`config.mk`:
```
export PLATFORM = sky130hd
export DESIGN_NAME = deadband_step_integral_controller
export DESIGN_NICKNAME = d
export VERILOG_FILES = /design/src/rtl/core/dsic_pkg.sv /design/src/rtl/core/dsic_regs.sv /design/src/rtl/core/dsic_update.sv /design/src/rtl/core/deadband_step_integral_controller.sv
export SDC_FILE = /design/constraint.sdc
export NUM_CORES = 2
export LEC_CHECK = 0
export ABC_AREA = 1
export BUFFER_PORTS_ARGS = -buffer_cell sky130_fd_sc_hd__buf_4
export CAP_MARGIN = 20
export CORE_ASPECT_RATIO = 1.1
export CORE_MARGIN = 1.5
export CORE_UTILIZATION = 55
export CTS_CLUSTER_DIAMETER = 100
export DETAILED_ROUTE_END_ITERATION = 8
export GPL_TIMING_DRIVEN = 0
export PLACE_DENSITY_LB_ADDON = 0.12
export RECOVER_POWER = 50
export REMOVE_ABC_BUFFERS = 1
export SYNTH_ARGS = -nofsm -noshare
export SYNTH_HDL_FRONTEND = slang
export SYNTH_SLANG_ARGS = --single-unit
```
`constraint.sdc`:
```
create_clock -name clk_i -period 20.7 [get_ports clk_i]
set_input_delay 3.105 -clock clk_i [delete_from_list [all_inputs] [get_ports clk_i]]
set_output_delay 3.105 -clock clk_i [all_outputs]
set_load 0.05 [all_outputs]
```
`src/rtl/core/dsic_pkg.sv`:
```
// Shared types and constants of the dead-band step controller with integral trigger.
// Holds opcodes, step directions, register indexes and fixed datapath widths.
// No dependencies.
package dsic_pkg;

  localparam int INTEG_WIDTH    = 48;
  localparam int TRIG_WIDTH     = 47;
  localparam int DB_WIDTH       = 15;
  localparam int APB_ADDR_WIDTH = 6;
  localparam int APB_DATA_WIDTH = 64;
  localparam int REG_IDX_LSB    = 3;
  localparam int REG_IDX_WIDTH  = 3;
  localparam int OPCODE_WIDTH   = 2;

  typedef enum logic [OPCODE_WIDTH-1:0] {
    OP_TICK       = 2'd0,
    OP_ACTIVATE   = 2'd1,
    OP_DEACTIVATE = 2'd2
  } opcode_e;

  typedef enum logic [1:0] {
    DIR_NONE = 2'd0,
    DIR_UP   = 2'd1,
    DIR_DOWN = 2'd2
  } dir_e;

  typedef enum logic [REG_IDX_WIDTH-1:0] {
    REG_DEADBAND    = 3'd0,
    REG_UP_STEP     = 3'd1,
    REG_DOWN_STEP   = 3'd2,
    REG_UP_PERIOD   = 3'd3,
    REG_DOWN_PERIOD = 3'd4,
    REG_MAX_LEVEL   = 3'd5,
    REG_MIN_LEVEL   = 3'd6,
    REG_TRIGGER     = 3'd7
  } reg_idx_e;

  typedef struct packed {
    logic updated;
    dir_e dir;
  } upd_flags_t;

endpackage

```
`src/rtl/core/dsic_regs.sv`:
```
// Configuration register file with an APB-style port.
// Depends on dsic_pkg for register indexes and port widths.
module dsic_regs #(
  parameter int LEVEL_WIDTH  = 24,
  parameter int PERIOD_WIDTH = 16
) (
  input  logic                                 clk_i,
  input  logic                                 rst_ni,
  input  logic                                 psel,
  input  logic                                 penable,
  input  logic                                 pwrite,
  input  logic [dsic_pkg::APB_ADDR_WIDTH-1:0]  paddr,
  input  logic [dsic_pkg::APB_DATA_WIDTH-1:0]  pwdata,
  output logic [dsic_pkg::APB_DATA_WIDTH-1:0]  prdata,
  output logic                                 pready,
  output logic [dsic_pkg::DB_WIDTH-1:0]        deadband_o,
  output logic [LEVEL_WIDTH-1:0]               up_step_o,
  output logic [LEVEL_WIDTH-1:0]               down_step_o,
  output logic [PERIOD_WIDTH-1:0]              up_period_o,
  output logic [PERIOD_WIDTH-1:0]              down_period_o,
  output logic [LEVEL_WIDTH-1:0]               max_level_o,
  output logic [LEVEL_WIDTH-1:0]               min_level_o,
  output logic [dsic_pkg::TRIG_WIDTH-1:0]      integral_trigger_o
);

  logic [dsic_pkg::DB_WIDTH-1:0]   deadband_q;
  logic [LEVEL_WIDTH-1:0]          up_step_q;
  logic [LEVEL_WIDTH-1:0]          down_step_q;
  logic [PERIOD_WIDTH-1:0]         up_period_q;
  logic [PERIOD_WIDTH-1:0]         down_period_q;
  logic [LEVEL_WIDTH-1:0]          max_level_q;
  logic [LEVEL_WIDTH-1:0]          min_level_q;
  logic [dsic_pkg::TRIG_WIDTH-1:0] trigger_q;
  logic                            wr_en;
  dsic_pkg::reg_idx_e              reg_idx;

  assign pready  = 1'b1;
  assign wr_en   = psel & penable & pwrite & pready;
  assign reg_idx = dsic_pkg::reg_idx_e'(
      paddr[dsic_pkg::REG_IDX_LSB +: dsic_pkg::REG_IDX_WIDTH]);

  always_ff @(posedge clk_i or negedge rst_ni) begin
    if (!rst_ni) begin
      deadband_q    <= '0;
      up_step_q     <= '0;
      down_step_q   <= '0;
      up_period_q   <= PERIOD_WIDTH'(1);
      down_period_q <= PERIOD_WIDTH'(1);
      max_level_q   <= {1'b0, {(LEVEL_WIDTH-1){1'b1}}};
      min_level_q   <= {1'b1, {(LEVEL_WIDTH-1){1'b0}}};
      trigger_q     <= '1;
    end else if (wr_en) begin
      case (reg_idx)
        dsic_pkg::REG_DEADBAND:    deadband_q    <= pwdata[dsic_pkg::DB_WIDTH-1:0];
        dsic_pkg::REG_UP_STEP:     up_step_q     <= pwdata[LEVEL_WIDTH-1:0];
        dsic_pkg::REG_DOWN_STEP:   down_step_q   <= pwdata[LEVEL_WIDTH-1:0];
        dsic_pkg::REG_UP_PERIOD:   up_period_q   <= pwdata[PERIOD_WIDTH-1:0];
        dsic_pkg::REG_DOWN_PERIOD: down_period_q <= pwdata[PERIOD_WIDTH-1:0];
        dsic_pkg::REG_MAX_LEVEL:   max_level_q   <= pwdata[LEVEL_WIDTH-1:0];
        dsic_pkg::REG_MIN_LEVEL:   min_level_q   <= pwdata[LEVEL_WIDTH-1:0];
        dsic_pkg::REG_TRIGGER:     trigger_q     <= pwdata[dsic_pkg::TRIG_WIDTH-1:0];
        default: ;
      endcase
    end
  end

  always_comb begin
    case (reg_idx)
      dsic_pkg::REG_DEADBAND:    prdata = dsic_pkg::APB_DATA_WIDTH'(deadband_q);
      dsic_pkg::REG_UP_STEP:     prdata = dsic_pkg::APB_DATA_WIDTH'(up_step_q);
      dsic_pkg::REG_DOWN_STEP:   prdata = dsic_pkg::APB_DATA_WIDTH'(down_step_q);
      dsic_pkg::REG_UP_PERIOD:   prdata = dsic_pkg::APB_DATA_WIDTH'(up_period_q);
      dsic_pkg::REG_DOWN_PERIOD: prdata = dsic_pkg::APB_DATA_WIDTH'(down_period_q);
      dsic_pkg::REG_MAX_LEVEL:   prdata = dsic_pkg::APB_DATA_WIDTH'(max_level_q);
      dsic_pkg::REG_MIN_LEVEL:   prdata = dsic_pkg::APB_DATA_WIDTH'(min_level_q);
      dsic_pkg::REG_TRIGGER:     prdata = dsic_pkg::APB_DATA_WIDTH'(trigger_q);
      default:                   prdata = '0;
    endcase
  end

  assign deadband_o         = deadband_q;
  assign up_step_o          = up_step_q;
  assign down_step_o        = down_step_q;
  assign up_period_o        = up_period_q;
  assign down_period_o      = down_period_q;
  assign max_level_o        = max_level_q;
  assign min_level_o        = min_level_q;
  assign integral_trigger_o = trigger_q;

endmodule

```
`src/rtl/core/dsic_update.sv`:
```
// Next-state logic of the controller for one item: countdown, integrator, step and clamp.
// Depends on dsic_pkg for opcodes, directions and fixed widths.
module dsic_update #(
  parameter int LEVEL_WIDTH  = 24,
  parameter int SAMPLE_WIDTH = 16,
  parameter int PERIOD_WIDTH = 16
) (
  input  dsic_pkg::opcode_e                        opcode_i,
  input  logic signed [SAMPLE_WIDTH-1:0]           freq_deviation_i,
  input  logic signed [LEVEL_WIDTH-1:0]            level_i,
  input  logic signed [dsic_pkg::INTEG_WIDTH-1:0]  integ_i,
  input  logic [PERIOD_WIDTH-1:0]                  ticks_i,
  input  logic                                     down_sel_i,
  input  logic                                     active_i,
  input  logic [dsic_pkg::DB_WIDTH-1:0]            deadband_i,
  input  logic signed [LEVEL_WIDTH-1:0]            up_step_i,
  input  logic signed [LEVEL_WIDTH-1:0]            down_step_i,
  input  logic [PERIOD_WIDTH-1:0]                  up_period_i,
  input  logic [PERIOD_WIDTH-1:0]                  down_period_i,
  input  logic signed [LEVEL_WIDTH-1:0]            max_level_i,
  input  logic signed [LEVEL_WIDTH-1:0]            min_level_i,
  input  logic [dsic_pkg::TRIG_WIDTH-1:0]          integral_trigger_i,
  output logic signed [LEVEL_WIDTH-1:0]            level_o,
  output logic signed [dsic_pkg::INTEG_WIDTH-1:0]  integ_o,
  output logic [PERIOD_WIDTH-1:0]                  ticks_o,
  output logic                                     down_sel_o,
  output logic                                     active_o,
  output dsic_pkg::upd_flags_t                     flags_o
);

  localparam int IW  = dsic_pkg::INTEG_WIDTH;
  localparam int PW  = SAMPLE_WIDTH + PERIOD_WIDTH + 1;
  localparam int XW  = ((PW > IW) ? PW : IW) + 1;
  localparam int SUW = IW + 1;
  localparam int CW  = ((SAMPLE_WIDTH > dsic_pkg::DB_WIDTH + 1) ?
                        SAMPLE_WIDTH : (dsic_pkg::DB_WIDTH + 1)) + 1;
  localparam int LW1 = LEVEL_WIDTH + 1;

  localparam logic signed [XW-1:0]  PMAX = XW'({1'b0, {(IW-1){1'b1}}});
  localparam logic signed [XW-1:0]  PMIN = ~PMAX;
  localparam logic signed [SUW-1:0] SMAX = SUW'({1'b0, {(IW-1){1'b1}}});
  localparam logic signed [SUW-1:0] SMIN = ~SMAX;

  logic [PERIOD_WIDTH-1:0]  per_cur;
  logic [PERIOD_WIDTH-1:0]  per_eff;
  logic [PERIOD_WIDTH-1:0]  up_eff;
  logic [PERIOD_WIDTH-1:0]  down_eff;
  logic signed [PW-1:0]     prod;
  logic signed [XW-1:0]     prod_x;
  logic signed [IW-1:0]     prod_sat;
  logic signed [SUW-1:0]    sum;
  logic signed [IW-1:0]     integ_upd;
  logic signed [SUW-1:0]    integ_c;
  logic signed [SUW-1:0]    trig_c;
  logic signed [CW-1:0]     dev_c;
  logic signed [CW-1:0]     db_c;
  dsic_pkg::dir_e           upd_dir;
  logic                     upd_sel;
  logic signed [LEVEL_WIDTH-1:0] step;
  logic signed [LW1-1:0]    lsum;
  logic signed [LW1-1:0]    lo_c;
  logic signed [LW1-1:0]    hi_c;
  logic signed [LEVEL_WIDTH-1:0] upd_level;

  assign up_eff   = (up_period_i == '0) ? PERIOD_WIDTH'(1) : up_period_i;
  assign down_eff = (down_period_i == '0) ? PERIOD_WIDTH'(1) : down_period_i;
  assign per_cur  = down_sel_i ? down_period_i : up_period_i;
  assign per_eff  = (per_cur == '0) ? PERIOD_WIDTH'(1) : per_cur;

  assign prod     = PW'(freq_deviation_i) * $signed({1'b0, per_eff});
  assign prod_x   = XW'(prod);
  assign prod_sat = (prod_x > PMAX) ? IW'(PMAX) :
                    (prod_x < PMIN) ? IW'(PMIN) : IW'(prod_x);
  assign sum      = SUW'(integ_i) + SUW'(prod_sat);
  assign integ_upd = (sum > SMAX) ? IW'(SMAX) :
                     (sum < SMIN) ? IW'(SMIN) : IW'(sum);

  assign integ_c = SUW'(integ_upd);
  assign trig_c  = $signed(SUW'(integral_trigger_i));
  assign dev_c   = CW'(freq_deviation_i);
  assign db_c    = $signed(CW'(deadband_i));

  always_comb begin
    upd_sel = 1'b0;
    upd_dir = dsic_pkg::DIR_NONE;
    if (dev_c > db_c) begin
      upd_dir = dsic_pkg::DIR_UP;
    end else if (dev_c < -db_c) begin
      upd_dir = dsic_pkg::DIR_DOWN;
      upd_sel = 1'b1;
    end else if (integ_c > trig_c) begin
      upd_dir = dsic_pkg::DIR_UP;
    end else if (integ_c < -trig_c) begin
      upd_dir = dsic_pkg::DIR_DOWN;
    end
  end

  assign step = (upd_dir == dsic_pkg::DIR_UP)   ? up_step_i :
                (upd_dir == dsic_pkg::DIR_DOWN) ? down_step_i : '0;
  assign lsum = LW1'(level_i) + LW1'(step);
  assign lo_c = LW1'(min_level_i);
  assign hi_c = LW1'(max_level_i);
  assign upd_level = (lsum < lo_c) ? min_level_i :
                     (lsum > hi_c) ? max_level_i : LEVEL_WIDTH'(lsum);

  always_comb begin
    level_o          = level_i;
    integ_o          = integ_i;
    ticks_o          = ticks_i;
    down_sel_o       = down_sel_i;
    active_o         = active_i;
    flags_o.updated  = 1'b0;
    flags_o.dir      = dsic_pkg::DIR_NONE;
    case (opcode_i)
      dsic_pkg::OP_TICK: begin
        if (active_i) begin
          if (ticks_i > PERIOD_WIDTH'(1)) begin
            ticks_o = ticks_i - PERIOD_WIDTH'(1);
          end else begin
            level_o         = upd_level;
            integ_o         = integ_upd;
            down_sel_o      = upd_sel;
            ticks_o         = upd_sel ? down_eff : up_eff;
            flags_o.updated = 1'b1;
            flags_o.dir     = upd_dir;
          end
        end
      end
      dsic_pkg::OP_ACTIVATE: begin
        active_o = 1'b1;
        ticks_o  = up_eff;
      end
      dsic_pkg::OP_DEACTIVATE: begin
        level_o  = '0;
        active_o = 1'b0;
      end
      default: ;
    endcase
  end

endmodule

```
`src/rtl/core/deadband_step_integral_controller.sv`:
```
// Top level of the dead-band step controller with integral trigger.
// Depends on dsic_pkg, dsic_regs and dsic_update.
//
// Usage: items enter on the s_axis channel. tuser carries the opcode (tick,
// activate, deactivate) and tdata the signed frequency deviation used on ticks.
// Every item gives exactly one result on the m_axis channel with the level,
// the updated flag, the step direction, the period in use and the active flag.
// Registers are to be written through the APB-style port only while the stream
// is idle; the block itself does not enforce this. An item is held in an input
// register, its next state and result are formed in one combinational pass,
// and the result lands in the output register. The block takes one item per
// cycle while the receiver accepts results; the integrator multiply-add and
// the level clamp lie between the input register and the output register.
// When the receiver stalls, the output register holds its result and the
// input register fills; s_axis_tready then drops until the result is taken.
// Reset clears the state (level, integrator, countdown, period selection,
// active flag) and restores the register defaults; no result is pending.
module deadband_step_integral_controller #(
  parameter int LEVEL_WIDTH  = 24,
  parameter int SAMPLE_WIDTH = 16,
  parameter int PERIOD_WIDTH = 16
) (
  input  logic                                clk_i,
  input  logic                                rst_ni,
  input  logic                                s_axis_tvalid,
  output logic                                s_axis_tready,
  // freq_deviation
  input  logic [((SAMPLE_WIDTH+7)/8)*8-1:0]   s_axis_tdata,
  // opcode
  input  logic [dsic_pkg::OPCODE_WIDTH-1:0]   s_axis_tuser,
  output logic                                m_axis_tvalid,
  input  logic                                m_axis_tready,
  // level, updated, direction, period_select, is_active
  output logic [((LEVEL_WIDTH+12)/8)*8-1:0]   m_axis_tdata,
  input  logic                                psel,
  input  logic                                penable,
  input  logic                                pwrite,
  input  logic [dsic_pkg::APB_ADDR_WIDTH-1:0] paddr,
  input  logic [dsic_pkg::APB_DATA_WIDTH-1:0] pwdata,
  output logic [dsic_pkg::APB_DATA_WIDTH-1:0] prdata,
  output logic                                pready
);

  localparam int IW     = dsic_pkg::INTEG_WIDTH;
  localparam int OUT_TW = ((LEVEL_WIDTH + 12) / 8) * 8;

  logic [dsic_pkg::DB_WIDTH-1:0]   cfg_deadband;
  logic [LEVEL_WIDTH-1:0]          cfg_up_step;
  logic [LEVEL_WIDTH-1:0]          cfg_down_step;
  logic [PERIOD_WIDTH-1:0]         cfg_up_period;
  logic [PERIOD_WIDTH-1:0]         cfg_down_period;
  logic [LEVEL_WIDTH-1:0]          cfg_max_level;
  logic [LEVEL_WIDTH-1:0]          cfg_min_level;
  logic [dsic_pkg::TRIG_WIDTH-1:0] cfg_trigger;

  logic                            in_valid_q;
  dsic_pkg::opcode_e               in_opcode_q;
  logic signed [SAMPLE_WIDTH-1:0]  in_dev_q;
  logic                            advance;

  logic signed [LEVEL_WIDTH-1:0]   level_q, level_d;
  logic signed [IW-1:0]            integ_q, integ_d;
  logic [PERIOD_WIDTH-1:0]         ticks_q, ticks_d;
  logic                            down_sel_q, down_sel_d;
  logic                            active_q, active_d;
  dsic_pkg::upd_flags_t            flags_d;

  logic                            out_valid_q;
  logic signed [LEVEL_WIDTH-1:0]   out_level_q;
  dsic_pkg::upd_flags_t            out_flags_q;
  logic                            out_sel_q;
  logic                            out_active_q;

  dsic_regs #(
    .LEVEL_WIDTH  (LEVEL_WIDTH),
    .PERIOD_WIDTH (PERIOD_WIDTH)
  ) u_regs (
    .clk_i              (clk_i),
    .rst_ni             (rst_ni),
    .psel               (psel),
    .penable            (penable),
    .pwrite             (pwrite),
    .paddr              (paddr),
    .pwdata             (pwdata),
    .prdata             (prdata),
    .pready             (pready),
    .deadband_o         (cfg_deadband),
    .up_step_o          (cfg_up_step),
    .down_step_o        (cfg_down_step),
    .up_period_o        (cfg_up_period),
    .down_period_o      (cfg_down_period),
    .max_level_o        (cfg_max_level),
    .min_level_o        (cfg_min_level),
    .integral_trigger_o (cfg_trigger)
  );

  assign advance       = ~out_valid_q | m_axis_tready;
  assign s_axis_tready = ~in_valid_q | advance;

  always_ff @(posedge clk_i or negedge rst_ni) begin
    if (!rst_ni) begin
      in_valid_q <= 1'b0;
    end else if (s_axis_tready) begin
      in_valid_q <= s_axis_tvalid;
    end
  end

  always_ff @(posedge clk_i) begin
    if (s_axis_tready && s_axis_tvalid) begin
      in_opcode_q <= dsic_pkg::opcode_e'(s_axis_tuser);
      in_dev_q    <= s_axis_tdata[SAMPLE_WIDTH-1:0];
    end
  end

  dsic_update #(
    .LEVEL_WIDTH  (LEVEL_WIDTH),
    .SAMPLE_WIDTH (SAMPLE_WIDTH),
    .PERIOD_WIDTH (PERIOD_WIDTH)
  ) u_update (
    .opcode_i           (in_opcode_q),
    .freq_deviation_i   (in_dev_q),
    .level_i            (level_q),
    .integ_i            (integ_q),
    .ticks_i            (ticks_q),
    .down_sel_i         (down_sel_q),
    .active_i           (active_q),
    .deadband_i         (cfg_deadband),
    .up_step_i          (cfg_up_step),
    .down_step_i        (cfg_down_step),
    .up_period_i        (cfg_up_period),
    .down_period_i      (cfg_down_period),
    .max_level_i        (cfg_max_level),
    .min_level_i        (cfg_min_level),
    .integral_trigger_i (cfg_trigger),
    .level_o            (level_d),
    .integ_o            (integ_d),
    .ticks_o            (ticks_d),
    .down_sel_o         (down_sel_d),
    .active_o           (active_d),
    .flags_o            (flags_d)
  );

  always_ff @(posedge clk_i or negedge rst_ni) begin
    if (!rst_ni) begin
      level_q     <= '0;
      integ_q     <= '0;
      ticks_q     <= '0;
      down_sel_q  <= 1'b0;
      active_q    <= 1'b0;
      out_valid_q <= 1'b0;
    end else if (advance) begin
      out_valid_q <= in_valid_q;
      if (in_valid_q) begin
        level_q    <= level_d;
        integ_q    <= integ_d;
        ticks_q    <= ticks_d;
        down_sel_q <= down_sel_d;
        active_q   <= active_d;
      end
    end
  end

  always_ff @(posedge clk_i) begin
    if (advance && in_valid_q) begin
      out_level_q  <= level_d;
      out_flags_q  <= flags_d;
      out_sel_q    <= down_sel_d;
      out_active_q <= active_d;
    end
  end

  assign m_axis_tvalid = out_valid_q;
  assign m_axis_tdata  = OUT_TW'({out_active_q, out_sel_q, out_flags_q.dir,
                                  out_flags_q.updated, out_level_q});

`ifndef SYNTHESIS
  a_active_countdown: assert property (@(posedge clk_i) disable iff (!rst_ni)
    active_q |-> (ticks_q != '0))
    else $error("countdown is zero while active");

  a_update_needs_active: assert property (@(posedge clk_i) disable iff (!rst_ni)
    (out_valid_q && out_flags_q.updated) |-> out_active_q)
    else $error("update reported while inactive");

  a_step_needs_update: assert property (@(posedge clk_i) disable iff (!rst_ni)
    (out_valid_q && (out_flags_q.dir != dsic_pkg::DIR_NONE)) |-> out_flags_q.updated)
    else $error("step reported without an update");

  a_state_holds_on_stall: assert property (@(posedge clk_i) disable iff (!rst_ni)
    !advance |=> ($stable(level_q) && $stable(integ_q) && $stable(ticks_q)))
    else $error("state changed while the output was stalled");
`endif

endmodule
```
# Word-level counts from Yosys, hierarchy flattened
# Index checks and enable logic that the tools add are counted.
# word_totals
inputBits	95
reg_bits	329
# classes
n_bitwise	9
magnitude_cmp	11
n_addsub	5
n_reduce_logical	21
mux	31
eq_ne	12
n_mul	1
# ops
cell	n
case mux 64 bit (8 select lines)	1
2-to-1 mux 48 bit	4
2-to-1 mux 24 bit	6
2-to-1 mux 16 bit	7
adder 48 x 48 -> 49 bit	1
greater-than comparator 49 x 48 -> 1 bit (second input constant)	1
< comparator 48 x 49 -> 1 bit	1
< comparator 49 x 48 -> 1 bit (second input constant)	1
negation 47 -> 49 bit	1
greater-than comparator 33 x 48 -> 1 bit (second input constant)	1
greater-than comparator 48 bit	1
logical NOT 16 bit	3
< comparator 33 x 48 -> 1 bit (second input constant)	1
case mux 24 bit (2 select lines)	1
multiplier 16 x 17 -> 33 bit	1
case mux 16 bit (2 select lines)	1
adder 24 x 24 -> 25 bit	1
greater-than comparator 25 x 24 -> 1 bit	1
< comparator 25 x 24 -> 1 bit	1
AND reduction 2 bit	10
< comparator 16 x 17 -> 1 bit	1
negation 15 -> 17 bit	1
greater-than comparator 16 x 1 -> 1 bit (second input constant)	1
greater-than comparator 16 bit	1
other kinds (21)	41

# Depth between registers and ports, before layout
# logic_depth
depth_word	26
ltp_mapped	108

# Modules after synthesis
# From an unflattened synthesis, not the netlist that was laid out.
# hier_totals
cells_unflattened	4938
hier_area_um2	35969.5
# modules_own_cells
mod	seq_area_each_um2	instances	cells_each	area_each_um2
dsic_update	0.0	1	3397	21852.2
dsic_regs	4845.9	1	1087	8987.4
deadband_step_integral_controller	3713.6	1	454	5129.9

# Worst setup path before layout
# Ideal clock, no wire load.
# synth_timing
path_type	reg2reg
from	register down_sel_q
to	register out_level_q[2] (data pin)
stages_incl_launch_ff	87
path_slack_ps	5910
synth_period_minus_slack_ps	14790
setup_time_ps	254
t_required_ps	20446
t_arrival_ps	14536
cell_sequence	dfrtp_1 > clkbuf_1 > clkbuf_1 > nand2_1 > o21ai_1 > inv_1 > nand4_1 > nor3_1 > nand3_1 > nand2_1 > inv_1 > clkbuf_1 > nand2_1 > fa_1 > fa_1 > inv_1 > fa_1 > fa_1 > (+51 left out) > o21ai_1 > nand3_1 > nand2_1 > nand2_1 > a22oi_1 > inv_1 > ha_1 > a21oi_1 > o21ai_0 > a211oi_1 > nand2_1 > xor2_1 > clkinv_1 > clkbuf_1 > o211ai_1 > nand2_1 > nand2_1 > nand2_1
# synth_via
elab_chain_cells	26
elab_cells_between_ends	31
classes_between	2 x add/sub; 1 x mul; 8 x order compare; 2 x eq/ne; 17 x mux; 1 x reduce/logical
# synth_rtl
item	line_no	rtl
start: declaration	deadband_step_integral_controller.sv:64	logic down_sel_q, down_sel_d;
start signal: assignment	deadband_step_integral_controller.sv:157	down_sel_q <= down_sel_d;
2-to-1 mux 16 bit *	dsic_update.sv:67	assign per_cur = down_sel_i ? down_period_i : up_period_i;
logical NOT 16 bit	dsic_update.sv:68	assign per_eff = (per_cur == '0) ? PERIOD_WIDTH'(1) : per_cur;
2-to-1 mux 16 bit *	dsic_update.sv:68	
multiplier 16 x 17 -> 33 bit *	dsic_update.sv:70	assign prod = PW'(freq_deviation_i) * $signed({1'b0, per_eff});
< comparator 33 x 48 -> 1 bit	dsic_update.sv:73	(prod_x < PMIN) ? IW'(PMIN) : IW'(prod_x);
2-to-1 mux 48 bit	dsic_update.sv:73	
2-to-1 mux 48 bit *	dsic_update.sv:72	assign prod_sat = (prod_x > PMAX) ? IW'(PMAX) :
adder 48 x 48 -> 49 bit *	dsic_update.sv:74	assign sum = SUW'(integ_i) + SUW'(prod_sat);
(+3 left out)	--	
net u_update.integ_upd[47]	dsic_update.sv:52	logic signed [IW-1:0] integ_upd;
(+8 left out)	--	
adder 24 x 24 -> 25 bit *	dsic_update.sv:100	assign lsum = LW1'(level_i) + LW1'(step);
greater-than comparator 25 x 24 -> 1 bit	dsic_update.sv:104	(lsum > hi_c) ? max_level_i : LEVEL_WIDTH'(lsum);
2-to-1 mux 24 bit	dsic_update.sv:104	
2-to-1 mux 24 bit *	dsic_update.sv:103	assign upd_level = (lsum < lo_c) ? min_level_i :
2-to-1 mux 24 bit *	dsic_update.sv:117	if (ticks_i > PERIOD_WIDTH'(1)) begin
2-to-1 mux 24 bit *	dsic_update.sv:116	if (active_i) begin
case mux 24 bit (2 select lines) *	dsic_update.sv:114	case (opcode_i)
net level_d[2]	deadband_step_integral_controller.sv:61	logic signed [LEVEL_WIDTH-1:0] level_q, level_d;
end signal: assignment	deadband_step_integral_controller.sv:165	out_level_q <= level_d;
end: declaration	deadband_step_integral_controller.sv:69	logic signed [LEVEL_WIDTH-1:0] out_level_q;
# The timed path passes the listed nets; every way through them passes the cells marked *.
# A chain may end at the register's enable or synchronous reset.

# Worst setup path after layout
# layout_timing
from	register down_sel_q
to	register out_level_q[4] (data pin)
# Same word-level chain as after synthesis.

==> key figures <==
Setup path
  • Crit-path most repeated cell: nand2_1
  • Worst path arrival time: 20.02 ns
  • CP max FO: 33
  • Setup CP Type: reg2reg
  • Crit. End Element: register
  • Startpoint types: register
  • Max stage delay on crit path: 0.74 ns
  • CP Data Required Time: 21.04 ns
  • Crit path max-delay cell type: o21ai_1

CTS
  • Cts bufs inserted: 40
  • CTS tree: done
  • Clock Pin Slew Worst Setup and Hold Paths: 0.07 ns
  • Number of clock sinks: 329
  • Hold-fix buffer count after cts: 0
  • H-tree depth: 2
  • Worst-skew pair later-pin latency: 0.60 ns
  • CTS max path bufs: 3
  • Root buffer cell: clkbuf_16

Layout
  • Fraction of layout cells with a size suffix above 1: 8.74%
  • Nets: 5,187
  • Area grow syn2layout: 10.4%
  • Post-route cell area: 0.0371 mm²
  • # diodes: 0

Timing
  • Final hold violations: 0
  • Max_slew headroom: -307%
  • Min Tclk post-route: 19.68 ns
  • Slew Viols, Final: 287
  • Max Clk Rate: 50.8 MHz
  • Least-Margin Pin Slew: 6.10 ns
  • Final setup vio count: 0
  • Final worst path period share: 95.1%
  • Hold Slack: 0.491 ns
  • Final worst-path setup slack: 1.02 ns
  • Skew final: 0.0602 ns

Synth
  • Most numerous cell in the Yosys netlist: nand2_1
  • Netlist cell types: 58
  • Yosys warnings: 0
  • Synthesized instance count: 4,415
  • Post-synth EDFFs: 47
  • Synth area leader: dfrtp_1
  • Share of the synthesized area in the top cell type: 15.6%
  • Top post-synthesis cells by count: nand2_1 (943), inv_1 (648), nor2_1 (396), ha_1 (386), o21ai_0 (363)
  • Async SR Flop Fraction: 85.7%
  • Synth Cell Area: 0.0336 mm²
  • Sequential area share after synthesis: 25.5%
  • Mean Syn Cell Area: 7.61 µm²
  • Ys flop type: dfrtp_1
  • Seq cells post-synth: 329
  • Top area cells in the synthesized netlist: dfrtp_1 (16%), ha_1 (14%), fa_1 (12%)

Route
  • WL met2: 47,500 µm
  • Met1 wire length: 42,500 µm
  • WL per Instance: 18.9 µm
  • Drt via density: 5.68
  • Drc violations: 0
  • Antenna-violating nets left: 0
  • Aggregate routed wire length: 101,000 µm
  • DR WL met3: 6540 µm
  • Max layer used: met4
  • First DRT Iteration DRCs: 2,410
  • DR pass1 iterations: 6
  • Via count: 30.4k

Floorplanning
  • Initial Utilization: 55.9%
  • Chip Width: 239 µm
  • Die Y: 262 µm
  • CORE AREA: 0.0601 mm²
  • Die area: 0.0626 mm²
  • IO Count: 194
  • # rows: 94

Placed design
  • Worst slack at placement: -0.563 ns
  • Gp weighted congestion: 0.974
  • Dpl cell area: 0.0357 mm²
  • Dpl hpwl: 81,200 µm
  • PortBufs: 152

Outcome
  • Failing checks: capacitance limit, slew limit
  • Status: finished with violations

GRT
  • Grt total ovfl: 0
  • Global-route wire length before repair: 161,000 µm
  • Initial antenna violation count: 0
  • Vias in the first global route: 30.0k
  • Overall routing resource usage: 32.6%
  • Largest net degree at the start of global routing: 124

Hold path
  • Hold WC Path Type: reg2reg

Flow run
  • MaxCap Viol Count: 3
==> registers in the layout, indices dropped and copies added (netlist names), 24 cells and up <==
register                   flops
level_q                       24
integ_q                       48
out_level_q                   24
u_regs.down_step_o            24
u_regs.min_level_o            24
u_regs.max_level_o            24
u_regs.integral_trigger_o     47
u_regs.up_step_o              24
==> per-stage QoR <==
| step | TNS [ns] | instances | utilization [%] |
|---|---|---|---|
| 2_1_floorplan | 0 | 4272 | - |
| 3_3_place_gp | -163.61 | 5240 | 58.4 |
| 3_5_place_dp | -12.84 | 5275 | 59.4 |
| 4_1_cts | 0 | 5349 | 61.7 |
| 5_1_grt | -0.00496 | 5358 | 61.7 |
| 6_report | 0 | 5358 | 61.7 |
==> per-layer routing <==
layer / global-route usage [%] / vias up
li1: - / 14635
met1: 42.8 / 14508
met3: 3.91 / 225
met4: 14.5 / 0
met5: 0 / -
met2: 54.0 / 1068
==> cell families after synthesis <==
kind of cell               count (synthesis)  share of synthesized area [%]
adders and majority gates                582                           26.0
buffers and inverters                    826                           9.57
other                                      2                         0.0223
and+or+nand+nor                         1626                           19.9
xor gates and xnor gates                 156                           4.07
AOI/OAI and AO/OA                        894                           14.9
DFF                                      329                           25.5
==> area by class of cell <==
cell class | count | area, µm²
tap | 816 | 1020
clock inverter | 20 | 211
multi-input combinational | 3281 | 22000
timing repair buffer | 194 | 1650
clock buffer | 54 | 1150
sequential | 329 | 8560
inverter | 664 | 2500
fill | 5596 | 23000
==> layout by cell type (no fill, tap or decap), types with 12 or more instances in the layout <==
cell,count
nand2_1,937
inv_1,647
nor2_1,391
ha_1,386
o21ai_0,358
a21oi_1,295
dfrtp_1,208
fa_1,196
buf_4,142
nand3_1,119
xor2_1,113
dfstp_2,73
nand4_1,69
edfxtp_1,47
xnor2_1,41
clkbuf_16,41
o21ai_1,38
nor3_1,38
o211ai_1,32
a221oi_1,31
nor4_1,29
a22oi_1,25
a31oi_1,23
conb_1,21
clkbuf_4,20
o22ai_1,16
o21ai_2,12
clkbuf_1,12
==> critical path: cells and delay by family, from the launching register on <==
| family | cells | cell delay [ns] |
|---|---|---|
| AND/OR/NAND/NOR | 37 | 5.08 |
| flip-flops | 1 | 0.64 |
| buffers and inverters | 14 | 2.71 |
| AO/OA/AOI/OAI | 20 | 4.92 |
| XOR/XNOR | 2 | 0.81 |
| adder cells (fa/ha/maj) | 12 | 5.23 |
==> worst paths after layout <==
path,start,endpoint,slack [ns],depth (start not counted)
worst max-delay path,down_sel_q,out_level_q[4],1.02,85
worst min-delay path,u_regs.deadband_o[9],u_regs.deadband_o[9],0.49,2
worst max register to register,down_sel_q,out_level_q[4],1.02,85
worst min register to register,u_regs.deadband_o[9],u_regs.deadband_o[9],0.49,2
max in group asynchronous,rst_ni,u_regs.min_level_o[10],5.42,3
min in group asynchronous,rst_ni,integ_q[4],3.79,1
==> timing repair <==
action                     CTS  global route
resized for setup            3             6
pin swaps                    0             2
setup endpoints to repair   35            48
cloned                       0             2
buffers inserted             0             5
Power is not shown: default switching activity piles up to over one toggle a cycle in this logic, so the estimate is an artifact.
